===== config.mk =====
export PLATFORM = sky130hd
export DESIGN_NAME = pattern_match_line_reporter_unit
export DESIGN_NICKNAME = d
export VERILOG_FILES = /design/src/rtl/pmlr_pkg.sv /design/src/rtl/pmlr_front.sv /design/src/rtl/pmlr_queue.sv /design/src/rtl/pmlr_back.sv /design/src/rtl/pattern_match_line_reporter_unit.sv
export SDC_FILE = /design/constraint.sdc
export NUM_CORES = 1
export LEC_CHECK = 0
export BUFFER_PORTS_ARGS = -buffer_cell sky130_fd_sc_hd__buf_4
export CORE_MARGIN = 4
export CORE_UTILIZATION = 40
export DETAILED_ROUTE_END_ITERATION = 12
export SLEW_MARGIN = 30
export SYNTH_ARGS = -nofsm -noshare
export SYNTH_HDL_FRONTEND = slang
export SYNTH_SLANG_ARGS = --single-unit

===== constraint.sdc =====
create_clock -name clk -period 15.4 [get_ports clk]
set_input_delay 2.31 -clock clk [delete_from_list [all_inputs] [get_ports clk]]
set_output_delay 2.31 -clock clk [all_outputs]
set_load 0.1 [all_outputs]

===== src/rtl/pmlr_pkg.sv =====
// Package for the pattern match line reporter.
// Holds field structs, the front-to-back record, register indexes and sizes.
// No dependencies.
package pmlr_pkg;

	localparam int PATTERN_MAX  = 16;
	localparam int REPORT_LIMIT = 100;
	localparam int REG_BYTES    = 16;
	localparam int EFF_MAX      = (PATTERN_MAX < REG_BYTES) ? PATTERN_MAX : REG_BYTES;
	localparam int LEN_W        = 5;
	localparam int FILL_W       = $clog2(PATTERN_MAX + 1);
	localparam int BLOCK_W      = $clog2(EFF_MAX + 1);
	localparam int NL_W         = $clog2(REG_BYTES + 1);
	localparam int CFG_IDX_W    = 2;
	localparam int CFG_DATA_W   = 64;
	localparam int QUEUE_DEPTH  = 4;
	localparam int QPTR_W       = $clog2(QUEUE_DEPTH);
	localparam int QCNT_W       = $clog2(QUEUE_DEPTH + 1);

	localparam logic [7:0] NEWLINE = 8'h0A;

	localparam logic [CFG_IDX_W-1:0] REG_PATTERN_LOW    = 2'd0;
	localparam logic [CFG_IDX_W-1:0] REG_PATTERN_HIGH   = 2'd1;
	localparam logic [CFG_IDX_W-1:0] REG_PATTERN_LENGTH = 2'd2;

	localparam logic KIND_MATCH   = 1'b0;
	localparam logic KIND_SUMMARY = 1'b1;

	typedef struct packed {
		logic [7:0] byte_value;
		logic       end_of_file;
	} byte_item_t;

	typedef struct packed {
		logic        result_kind;
		logic [31:0] line_number;
		logic [31:0] match_total;
		logic        final_item;
	} result_item_t;

	// One classified byte: a match report, a summary, or both.
	typedef struct packed {
		logic        report;
		logic        eof;
		logic [31:0] line;
		logic [31:0] total;
	} record_t;

endpackage


===== src/rtl/pmlr_front.sv =====
// Front part: configuration registers, byte window, match detection.
// Queues a record per reporting or end-of-file byte. Uses pmlr_pkg.
module pmlr_front (
	input  logic                            clk,
	input  logic                            arst_n,
	input  logic                            cfg_we,
	input  logic [pmlr_pkg::CFG_IDX_W-1:0]  cfg_index,
	input  logic [pmlr_pkg::CFG_DATA_W-1:0] cfg_data,
	input  logic                            accept,
	input  pmlr_pkg::byte_item_t            item,
	output logic                            push,
	output pmlr_pkg::record_t               rec
);
	import pmlr_pkg::*;

	logic [63:0]                    pattern_low_q;
	logic [63:0]                    pattern_high_q;
	logic [LEN_W-1:0]               pattern_length_q;
	logic [PATTERN_MAX-1:0][7:0]    window_q;
	logic [FILL_W-1:0]              filled_q;
	logic [31:0]                    line_q;
	logic [31:0]                    hits_q;
	logic [BLOCK_W-1:0]             blocked_q;

	logic [REG_BYTES-1:0][7:0]      pat;
	logic [LEN_W-1:0]               len_eff;
	logic [NL_W-1:0]                nl_count;
	logic [PATTERN_MAX-1:0][7:0]    window_n;
	logic [FILL_W-1:0]              filled_n;
	logic [31:0]                    line_n;
	logic                           hit;
	logic [BLOCK_W-1:0]             blocked_n;
	logic [31:0]                    hits_n;
	logic                           report;

	assign pat = {pattern_high_q, pattern_low_q};

	always_comb begin
		if (pattern_length_q > LEN_W'(EFF_MAX)) begin
			len_eff = LEN_W'(EFF_MAX);
		end else begin
			len_eff = pattern_length_q;
		end
	end

	always_comb begin
		nl_count = '0;
		for (int k = 0; k < REG_BYTES; k++) begin
			if (LEN_W'(k) < len_eff && pat[k] == NEWLINE) begin
				nl_count = nl_count + NL_W'(1);
			end
		end
	end

	always_comb begin
		window_n = {window_q[PATTERN_MAX-2:0], item.byte_value};
		filled_n = (filled_q < FILL_W'(PATTERN_MAX)) ? filled_q + FILL_W'(1) : filled_q;
		line_n   = line_q + ((item.byte_value == NEWLINE) ? 32'd1 : 32'd0);
	end

	// Window slot j holds the byte that must equal pattern byte len-1-j.
	always_comb begin
		logic [LEN_W-1:0] idx;
		logic             eq;
		eq  = 1'b1;
		idx = '0;
		for (int j = 0; j < EFF_MAX; j++) begin
			idx = LEN_W'(len_eff - LEN_W'(1) - LEN_W'(j));
			if (LEN_W'(j) < len_eff && window_n[j] != pat[idx[$clog2(REG_BYTES)-1:0]]) begin
				eq = 1'b0;
			end
		end
		hit       = 1'b0;
		blocked_n = blocked_q;
		if (blocked_q != '0) begin
			blocked_n = blocked_q - BLOCK_W'(1);
		end else if (len_eff != '0 && FILL_W'(len_eff) <= filled_n && eq) begin
			hit       = 1'b1;
			blocked_n = BLOCK_W'(len_eff - LEN_W'(1));
		end
	end

	always_comb begin
		report = hit && (hits_q < 32'(REPORT_LIMIT));
		hits_n = (hit && hits_q != 32'hFFFF_FFFF) ? hits_q + 32'd1 : hits_q;
	end

	assign push       = accept && (report || item.end_of_file);
	assign rec.report = report;
	assign rec.eof    = item.end_of_file;
	assign rec.line   = line_n - 32'(nl_count);
	assign rec.total  = hits_n;

	always_ff @(posedge clk or negedge arst_n) begin
		if (!arst_n) begin
			pattern_low_q    <= '0;
			pattern_high_q   <= '0;
			pattern_length_q <= LEN_W'(1);
		end else if (cfg_we) begin
			unique case (cfg_index)
				REG_PATTERN_LOW:    pattern_low_q    <= cfg_data;
				REG_PATTERN_HIGH:   pattern_high_q   <= cfg_data;
				REG_PATTERN_LENGTH: pattern_length_q <= cfg_data[LEN_W-1:0];
				default: ;
			endcase
		end
	end

	// Clear the search state after the last byte of a file.
	always_ff @(posedge clk or negedge arst_n) begin
		if (!arst_n) begin
			window_q  <= '0;
			filled_q  <= '0;
			line_q    <= 32'd1;
			hits_q    <= '0;
			blocked_q <= '0;
		end else if (accept) begin
			if (item.end_of_file) begin
				window_q  <= '0;
				filled_q  <= '0;
				line_q    <= 32'd1;
				hits_q    <= '0;
				blocked_q <= '0;
			end else begin
				window_q  <= window_n;
				filled_q  <= filled_n;
				line_q    <= line_n;
				hits_q    <= hits_n;
				blocked_q <= blocked_n;
			end
		end
	end

endmodule


===== src/rtl/pmlr_queue.sv =====
// Small record queue between the front and back parts.
// Registered entries, head and tail pointers, fill count. Uses pmlr_pkg.
module pmlr_queue (
	input  logic              clk,
	input  logic              arst_n,
	input  logic              push,
	input  pmlr_pkg::record_t push_rec,
	output logic              full,
	input  logic              pop,
	output logic              head_valid,
	output pmlr_pkg::record_t head_rec
);
	import pmlr_pkg::*;

	record_t           entry_q [QUEUE_DEPTH];
	logic [QPTR_W-1:0] wr_ptr_q;
	logic [QPTR_W-1:0] rd_ptr_q;
	logic [QCNT_W-1:0] count_q;

	assign full       = (count_q == QCNT_W'(QUEUE_DEPTH));
	assign head_valid = (count_q != '0);
	assign head_rec   = entry_q[rd_ptr_q];

	always_ff @(posedge clk) begin
		if (push) begin
			entry_q[wr_ptr_q] <= push_rec;
		end
	end

	always_ff @(posedge clk or negedge arst_n) begin
		if (!arst_n) begin
			wr_ptr_q <= '0;
			rd_ptr_q <= '0;
			count_q  <= '0;
		end else begin
			if (push) begin
				wr_ptr_q <= wr_ptr_q + QPTR_W'(1);
			end
			if (pop) begin
				rd_ptr_q <= rd_ptr_q + QPTR_W'(1);
			end
			if (push && !pop) begin
				count_q <= count_q + QCNT_W'(1);
			end else if (pop && !push) begin
				count_q <= count_q - QCNT_W'(1);
			end
		end
	end

endmodule


===== src/rtl/pmlr_back.sv =====
// Back part: expands each queued record into one or two result transfers.
// Uses pmlr_pkg.
module pmlr_back (
	input  logic                   clk,
	input  logic                   arst_n,
	input  logic                   head_valid,
	input  pmlr_pkg::record_t      head_rec,
	output logic                   pop,
	output logic                   result_valid,
	input  logic                   result_ready,
	output pmlr_pkg::result_item_t result_item
);
	import pmlr_pkg::*;

	// Set once the match report of a two-result record has gone out.
	logic report_done_q;
	logic send_report;
	logic xfer;

	assign send_report  = head_rec.report && !report_done_q;
	assign result_valid = head_valid;
	assign xfer         = result_valid && result_ready;
	assign pop          = xfer && !(send_report && head_rec.eof);

	always_comb begin
		if (send_report) begin
			result_item.result_kind = KIND_MATCH;
			result_item.line_number = head_rec.line;
			result_item.final_item  = !head_rec.eof;
		end else begin
			result_item.result_kind = KIND_SUMMARY;
			result_item.line_number = '0;
			result_item.final_item  = 1'b1;
		end
		result_item.match_total = head_rec.total;
	end

	always_ff @(posedge clk or negedge arst_n) begin
		if (!arst_n) begin
			report_done_q <= 1'b0;
		end else if (pop) begin
			report_done_q <= 1'b0;
		end else if (xfer) begin
			report_done_q <= 1'b1;
		end
	end

endmodule


===== src/rtl/pattern_match_line_reporter_unit.sv =====
// Pattern match line reporter, top level.
// Instantiates pmlr_front, pmlr_queue and pmlr_back; uses pmlr_pkg.
//
// Usage:
//   The byte channel (byte_valid/byte_ready/byte_item) carries one file byte
//   per transfer; end_of_file marks the last byte of a file. The result
//   channel (result_valid/result_ready/result_item) carries one match report
//   per hit for the first REPORT_LIMIT hits of a file, each with the line on
//   which the hit starts, and one summary after the last byte.
//   The configuration port writes pattern_low, pattern_high and
//   pattern_length by index when cfg_we is high; write only while idle.
//   Throughput: one byte per cycle while the queue is not full; the front
//   compares the whole window combinationally. A byte causing a report
//   and a summary needs two result transfers; the back end emits one per
//   cycle while result_ready is high. With the queue empty, a result is
//   offered in the cycle after its byte transfer; queued results go first.
//   Stalls: a four-entry record queue sits between front and back and
//   byte_ready drops while it is full, so a stalled receiver holds off all
//   bytes once four records are pending; until then bytes keep flowing.
//   Reset: patterns clear with pattern_length one; search state and queue clear.
module pattern_match_line_reporter_unit (
	input  logic                            clk,
	input  logic                            arst_n,
	input  logic                            byte_valid,
	output logic                            byte_ready,
	input  pmlr_pkg::byte_item_t            byte_item,
	output logic                            result_valid,
	input  logic                            result_ready,
	output pmlr_pkg::result_item_t          result_item,
	input  logic                            cfg_we,
	input  logic [pmlr_pkg::CFG_IDX_W-1:0]  cfg_index,
	input  logic [pmlr_pkg::CFG_DATA_W-1:0] cfg_data
);
	import pmlr_pkg::*;

	logic    accept;
	logic    push;
	record_t push_rec;
	logic    full;
	logic    pop;
	logic    head_valid;
	record_t head_rec;

	// Hold off bytes while the queue cannot take another record.
	assign byte_ready = !full;
	assign accept     = byte_valid && byte_ready;

	// Classify each transfer; reporting and end-of-file bytes become records.
	pmlr_front u_front (
		.clk       (clk),
		.arst_n    (arst_n),
		.cfg_we    (cfg_we),
		.cfg_index (cfg_index),
		.cfg_data  (cfg_data),
		.accept    (accept),
		.item      (byte_item),
		.push      (push),
		.rec       (push_rec)
	);

	// Decouple classification from the result handshake.
	pmlr_queue u_queue (
		.clk        (clk),
		.arst_n     (arst_n),
		.push       (push),
		.push_rec   (push_rec),
		.full       (full),
		.pop        (pop),
		.head_valid (head_valid),
		.head_rec   (head_rec)
	);

	// Advance through the records, one result per transfer.
	pmlr_back u_back (
		.clk          (clk),
		.arst_n       (arst_n),
		.head_valid   (head_valid),
		.head_rec     (head_rec),
		.pop          (pop),
		.result_valid (result_valid),
		.result_ready (result_ready),
		.result_item  (result_item)
	);

endmodule

==> run metrics, run 1 <==
DR pass1 iterations 6; Sequential Area 0.0163 mm2; Setup crit end kind register; critical path launch point type register; row cnt 112; R2R Path Start u_front.pattern_length_q[4]; combinational group share of total power 0.511; IO Port Bufs 147; Total Power 0.00803 W; drt wl/cell 25.6 um; Power Internal 0.00444 W; Synth cell types 102; Worst-path clk slew 0.07 ns; Final Hold Fails 0; sw power 0.00359 W; Clk pwr share 0.216; share of cells above drive strength 1 0.211; # setup viols final 0; Core ar. 0.0937 mm2; worst IR drop on VDD 117 uV; cts hold-fix bufs 0; Final Cycle Share 0.868; Worst Clk Skew 0.0301 ns; GRT Total Usage 0.236; CP peak stage delay 0.78 ns; DR iter-0 viols 3,135; maxcap violations 0; CTS sink count 599; CTS tree yes; routability cong. 1.01; crit path setup slack, layout 2.04 ns; CTS root buf clkbuf_16; initial cell density of the core 0.405; H-tree lvl count 3; nets 3,466; WHS 0.458 ns; EDFF count, synth 264; I/O pin total 148; Area Overhead vs Synth 12.4%; placed cells 4,516; grt total ovfl 0; CP required 15.75 ns; Max-slew headroom 0.210; Setup CP Type register to register; cell repeated most along the worst path ha_1; dominant synthesized flop cell dfrtp_1; Seq/Total Area, Yosys 0.430; Remaining DRCs 0; DR vias/cell 6.02; HPWL after DPL 85,700 um; fillers 8,644; outcome complete, no violations; initial antenna violation count 4; WL final 119,000 um; Slew Viols, Final 0; CP arrival 13.71 ns; area of the die 0.0999 mm2; clock buffer depth 3; pwr dens 188 mW/mm2; WHS Endpoint u_front.line_q[0]; post-CTS setup buffers 0; Synth Warn # 0; Seq pwr share 0.273; Mapped Cells 3,297; Hold Path Cell Cnt 2; Net Sw Frac 0.447; fmax 0.0748 GHz; syn_nets 3,429; vias in the first global route 27.0k; asr flop ratio synth 0.559; Avg Cell Area, Syn 11.5 um2; fin cells 4,645; reg2reg path depth 50; Die Wd 316 um; ANT nets after route 0; RSZ-0062 raised after global routing false; Least-Margin Pin Slew 1.15 ns; clk_lat worst skew 0.65 ns; Leak 17.2 nW; Worst R2R End u_queue.entry_q[3][52]; TritonCTS buffer count 70; Worst R2R Setup Slack 2.04 ns; HP Class register to register; worst slack, placed 2.30 ns; post-CTS sizing 0; die extent in y 316 um; number of synthesized register bits 599; largest net degree at the start of global routing 100; Period minus WS final 13.36 ns; mapped cell area 0.0380 mm2; global-route wire length before repair 179,000 um; Multi-input gate area 0.0206 mm2; slowest CP cell dfrtp_1; min-delay src u_front.line_q[0]; CP max FO 19; Vias 28.0k; Final TNS setup 0 ns
stage by stage:
step                 util  instance area (um2)
floorplan               -                38000
global placement    0.429                40200
finish              0.455                42600
detailed placement  0.429                40200
global route        0.455                42600
CTS                 0.455                42600
cells by family after synthesis:
logic type / share of synthesized area
AO/OA/AOI/OAI: 0.0757
adder cells (fa/ha/maj): 0.0178
flip-flops: 0.430
AND/OR/NAND/NOR: 0.149
multiplexers: 0.228
XOR/XNOR: 0.0706
buffers and inverters: 0.0294
synthesized netlist by cell type, types with 22 or more instances:
library cell,count,area [um2]
o211ai_1,30,225
a21oi_1,51,255
nor3_1,52,260
o31ai_1,27,203
edfxtp_1,264,7930
o21ai_0,102,510
nand4_1,25,156
mux2_2,141,1590
mux2i_1,253,2530
nand3_1,51,255
or3_1,22,138
buf_1,32,120
nor2_1,97,364
nor2b_1,64,400
nor4_1,40,250
nand2_1,417,1570
dfrtp_1,333,8330
inv_1,51,191
mux4_2,201,4530
clkbuf_1,171,642
ha_1,50,626
nand2b_1,29,181
xor2_1,107,937
xnor2_1,156,1370
nand3b_1,130,976
and3_1,41,257
buf_2,23,115
metal layers:
layer / track usage / part of all wire / vias up
met1: 0.314 / 0.41 / 13900
met4: 0.132 / 0.068 / 2
met2: 0.369 / 0.45 / 1279
met3: 0.0403 / 0.072 / 308
li1: - / - / 12500
met5: 0 / 0.00011 / -
placed cells by master, fill, tap and decap left out, types with 30 or more instances in the layout:
| cell type | count |
|---|---|
| clkbuf_16 | 70 |
| a21oi_1 | 51 |
| inv_1 | 49 |
| nand2_1 | 416 |
| nand3b_1 | 130 |
| buf_4 | 191 |
| o211ai_1 | 30 |
| mux4_2 | 201 |
| xor2_1 | 107 |
| nor2b_1 | 63 |
| nor3_1 | 52 |
| dfrtp_1 | 330 |
| xnor2_1 | 155 |
| edfxtp_1 | 264 |
| mux2i_1 | 253 |
| o21ai_0 | 102 |
| nor4_1 | 36 |
| and3_1 | 41 |
| nand3_1 | 51 |
| nor2_1 | 97 |
| mux2_2 | 141 |
| ha_1 | 48 |
worst max path at each step:
stage	slack, ns	depth (start not counted)	startpoint	endpoint
5_1_grt	0.97	57	u_front.pattern_length_q[4]	u_queue.entry_q[0][52]
2_1_floorplan	3.17	61	u_front.pattern_length_q[1]	u_queue.entry_q[0][52]
3_3_place_gp	2.66	52	u_front.pattern_length_q[4]	u_queue.entry_q[1][52]
3_5_place_dp	2.30	50	u_front.pattern_length_q[4]	u_queue.entry_q[2][62]
4_1_cts	2.21	50	u_front.pattern_length_q[4]	u_queue.entry_q[0][52]
6_report	2.04	50	u_front.pattern_length_q[4]	u_queue.entry_q[3][52]
worst max-delay path: cells and delay by family (launching register included):
family / cells / cell delay [ns]
flip-flops: 1 / 0.78
AO/OA/AOI/OAI: 15 / 3.18
XOR/XNOR: 6 / 1.38
AND/OR/NAND/NOR: 14 / 3.37
buffers and inverters: 1 / 0.07
adder cells (fa/ha/maj): 11 / 3.42
multiplexers: 3 / 0.86
sequential cells by signal, summed over array words and instances, names as in the netlist:
name	cells
u_front.pattern_length_q	5
u_queue.entry_q	264
u_front.filled_q	5
u_front.hits_q	32
u_front.line_q	32
u_front.blocked_q	5
u_queue.wr_ptr_q	2
u_queue.rd_ptr_q	2
u_front.pattern_low_q	64
u_back.report_done_q	1
u_front.pattern_high_q	64
u_front.window_n	120
u_queue.count_q	3
power groups by stage:
stage                     Clock [W]  Sequential [W]  Combinational (W)
after global routing        0.00185         0.00221            0.00431
final                       0.00174         0.00219            0.00410
after global placement            0         0.00220            0.00405
after floorplan                   0         0.00205            0.00311
after detailed placement          0         0.00221            0.00406
after CTS                   0.00178         0.00218            0.00407
area by class of cell:
cell class | instances | area share
sequential | 599 | 0.383
inverter | 56 | 0.00502
clock buffer | 98 | 0.0468
multi-input combinational | 2412 | 0.484
tap | 1254 | 0.0368
antenna | 1 | 0.0000587
timing repair buffer | 195 | 0.0350
clock inverter | 30 | 0.00962
No activity file was read; power rests on OpenSTA's default activity.
==> run 2: changes to the inputs <==
--- a/config.mk
+++ b/config.mk
@@ -7,7 +7,7 @@
 export LEC_CHECK = 0
 export BUFFER_PORTS_ARGS = -buffer_cell sky130_fd_sc_hd__buf_4
 export CORE_MARGIN = 4
-export CORE_UTILIZATION = 40
+export CORE_UTILIZATION = 25
 export DETAILED_ROUTE_END_ITERATION = 12
 export SLEW_MARGIN = 30
 export SYNTH_ARGS = -nofsm -noshare
==> run metrics, run 2 (synthesized netlist as in run 1, its figures left out) <==
outcome complete, no violations (unchanged); Setup CP Type register to register (unchanged); delay-heaviest family, CP simple AND/OR/NAND/NOR gates (was adder cells); H-tree lvl count 3 (unchanged); GRT Total Usage 0.154 (was 0.236); CP arrival 13.48 ns (was 13.71 ns); fmax 0.0764 GHz (was 0.0748 GHz); die extent in y 398 um (was 316 um); Top reg by flops u_queue.entry_q (unchanged); CTS sink count 599 (unchanged); initial cell density of the core 0.252 (was 0.405); vias in the first global route 27.3k (was 27.0k); number of flip-flops in the largest register 264 (unchanged); maxcap violations 0 (unchanged); Hold Path Cell Cnt 2 (unchanged); row cnt 142 (was 112); worst IR drop on VDD 142 uV (was 117 uV); fin cells 5,416 (was 4,645); Leak 17.2 nW (about the same); Area Overhead vs Synth 15.0% (was 12.4%); most common cell after layout, fill and taps aside nand2_1 (unchanged); Final Hold Fails 0 (unchanged); initial antenna violation count 7 (was 4); I/O pin total 148 (unchanged); Die Wd 398 um (was 316 um); Max-slew headroom 0.294 (was 0.210); slowest CP cell dfstp_2 (was dfrtp_1); fin util 0.290 (was 0.455); clock buffer depth 3 (unchanged); area of the die 0.158 mm2 (was 0.0999 mm2); HP Class register to register (unchanged); critical path launch point type register (unchanged); Placed Area 0.0412 mm2 (was 0.0402 mm2); post-CTS setup buffers 0 (unchanged); nets 3,470 (was 3,466); DR vias/cell 5.22 (was 6.02); WL final 125,000 um (was 119,000 um); CTS tree yes (unchanged); DR iter-0 viols 2,615 (was 3,135); global-route wire length before repair 185,000 um (was 179,000 um); Total Power 0.00806 W (was 0.00803 W); Setup crit end kind register (unchanged); pwr dens 185 mW/mm2 (was 188 mW/mm2); CTS root buf clkbuf_16 (unchanged); Final Cycle Share 0.850 (was 0.868); Worst Clk Skew 0.0302 ns (was 0.0301 ns); Vias 28.3k (was 28.0k); Remaining DRCs 0 (unchanged); Least-Margin Pin Slew 1.04 ns (was 1.15 ns); reg2reg path depth 53 (was 50); CP required 15.79 ns (was 15.75 ns); DR pass1 iterations 6 (unchanged); # setup viols final 0 (unchanged); Worst-path clk slew 0.07 ns (about the same); Slew Viols, Final 0 (unchanged); ANT nets after route 0 (unchanged); Period minus WS final 13.09 ns (was 13.36 ns); largest net degree at the start of global routing 104 (was 100); HPWL after DPL 90,400 um (was 85,700 um); placed cells 5,284 (was 4,516); Final Cell Area 0.0437 mm2 (was 0.0426 mm2); Final TNS setup 0 ns (unchanged); drt wl/cell 23.1 um (was 25.6 um); RSZ-0062 raised after global routing false (unchanged); TritonCTS buffer count 68 (was 70); IO Port Bufs 147 (unchanged); CP peak stage delay 0.78 ns (about the same); cell repeated most along the worst path ha_1 (unchanged); Levels on crit path 53 (was 50); post-CTS sizing 0 (unchanged); cts hold-fix bufs 0 (unchanged); routability cong. 0.996 (was 1.01); grt total ovfl 0 (unchanged); buffers and inverters on the worst path 3 (was 1); Core ar. 0.150 mm2 (was 0.0937 mm2); clk_lat worst skew 0.67 ns (was 0.65 ns); CP max FO 25 (was 19); most frequent cells in the layout nand2_1, dfrtp_1, edfxtp_1 (unchanged); share of cells above drive strength 1 0.213 (was 0.211)
[run 2: final timing paths]
check,from,to,slack [ns]
worst max-delay path,u_front.pattern_length_q[0],u_queue.entry_q[2][52],2.31
worst min-delay path,u_front.line_q[0],u_front.line_q[0],0.46
worst max register to register,u_front.pattern_length_q[0],u_queue.entry_q[2][52],2.31
max in group asynchronous,arst_n,u_queue.rd_ptr_q[1],11.12
min in group asynchronous,arst_n,u_front.window_n[112],1.66
worst min register to register,u_front.line_q[0],u_front.line_q[0],0.46
[run 2: final cells by class]
class	count	area, um2
fill	15500	107000
multi-input combinational	2412	20600
sequential	599	16300
tap	2016	2520
clock buffer	95	1960
timing repair buffer	201	1560
clock inverter	30	409
inverter	56	214
antenna	7	17.5
[run 2: metal layers]
layer | global-route usage | up-vias | part of all wire
li1 | - | 12500 | -
met3 | 0.0395 | 275 | 0.085
met1 | 0.204 | 14300 | 0.42
met5 | 0 | - | 0.000064
met4 | 0.0706 | 2 | 0.049
met2 | 0.238 | 1199 | 0.45
[run 2: per-stage QoR]
step / worst slack [ns] / hold slack [ns]
after floorplan: 3.17 / 0.437
after global placement: 2.72 / 0.445
after detailed placement: 2.47 / 0.466
after CTS: 2.40 / 0.475
after global routing: 1.42 / 0.498
final: 2.31 / 0.464
[run 2: worst min-delay path: stages (launching register included)]
cell	delay [ns]
dfstp_2	0.37
nand2_1	0.05
nand2_1	0.05
[run 2: where the power goes]
| group | total, W | switching (W) | internal [W] |
|---|---|---|---|
| Sequential | 0.00220 | 0.000296 | 0.00190 |
| Clock | 0.00173 | 0.000705 | 0.00102 |
| Combinational | 0.00413 | 0.00262 | 0.00151 |
| Total | 0.00806 | 0.00362 | 0.00443 |
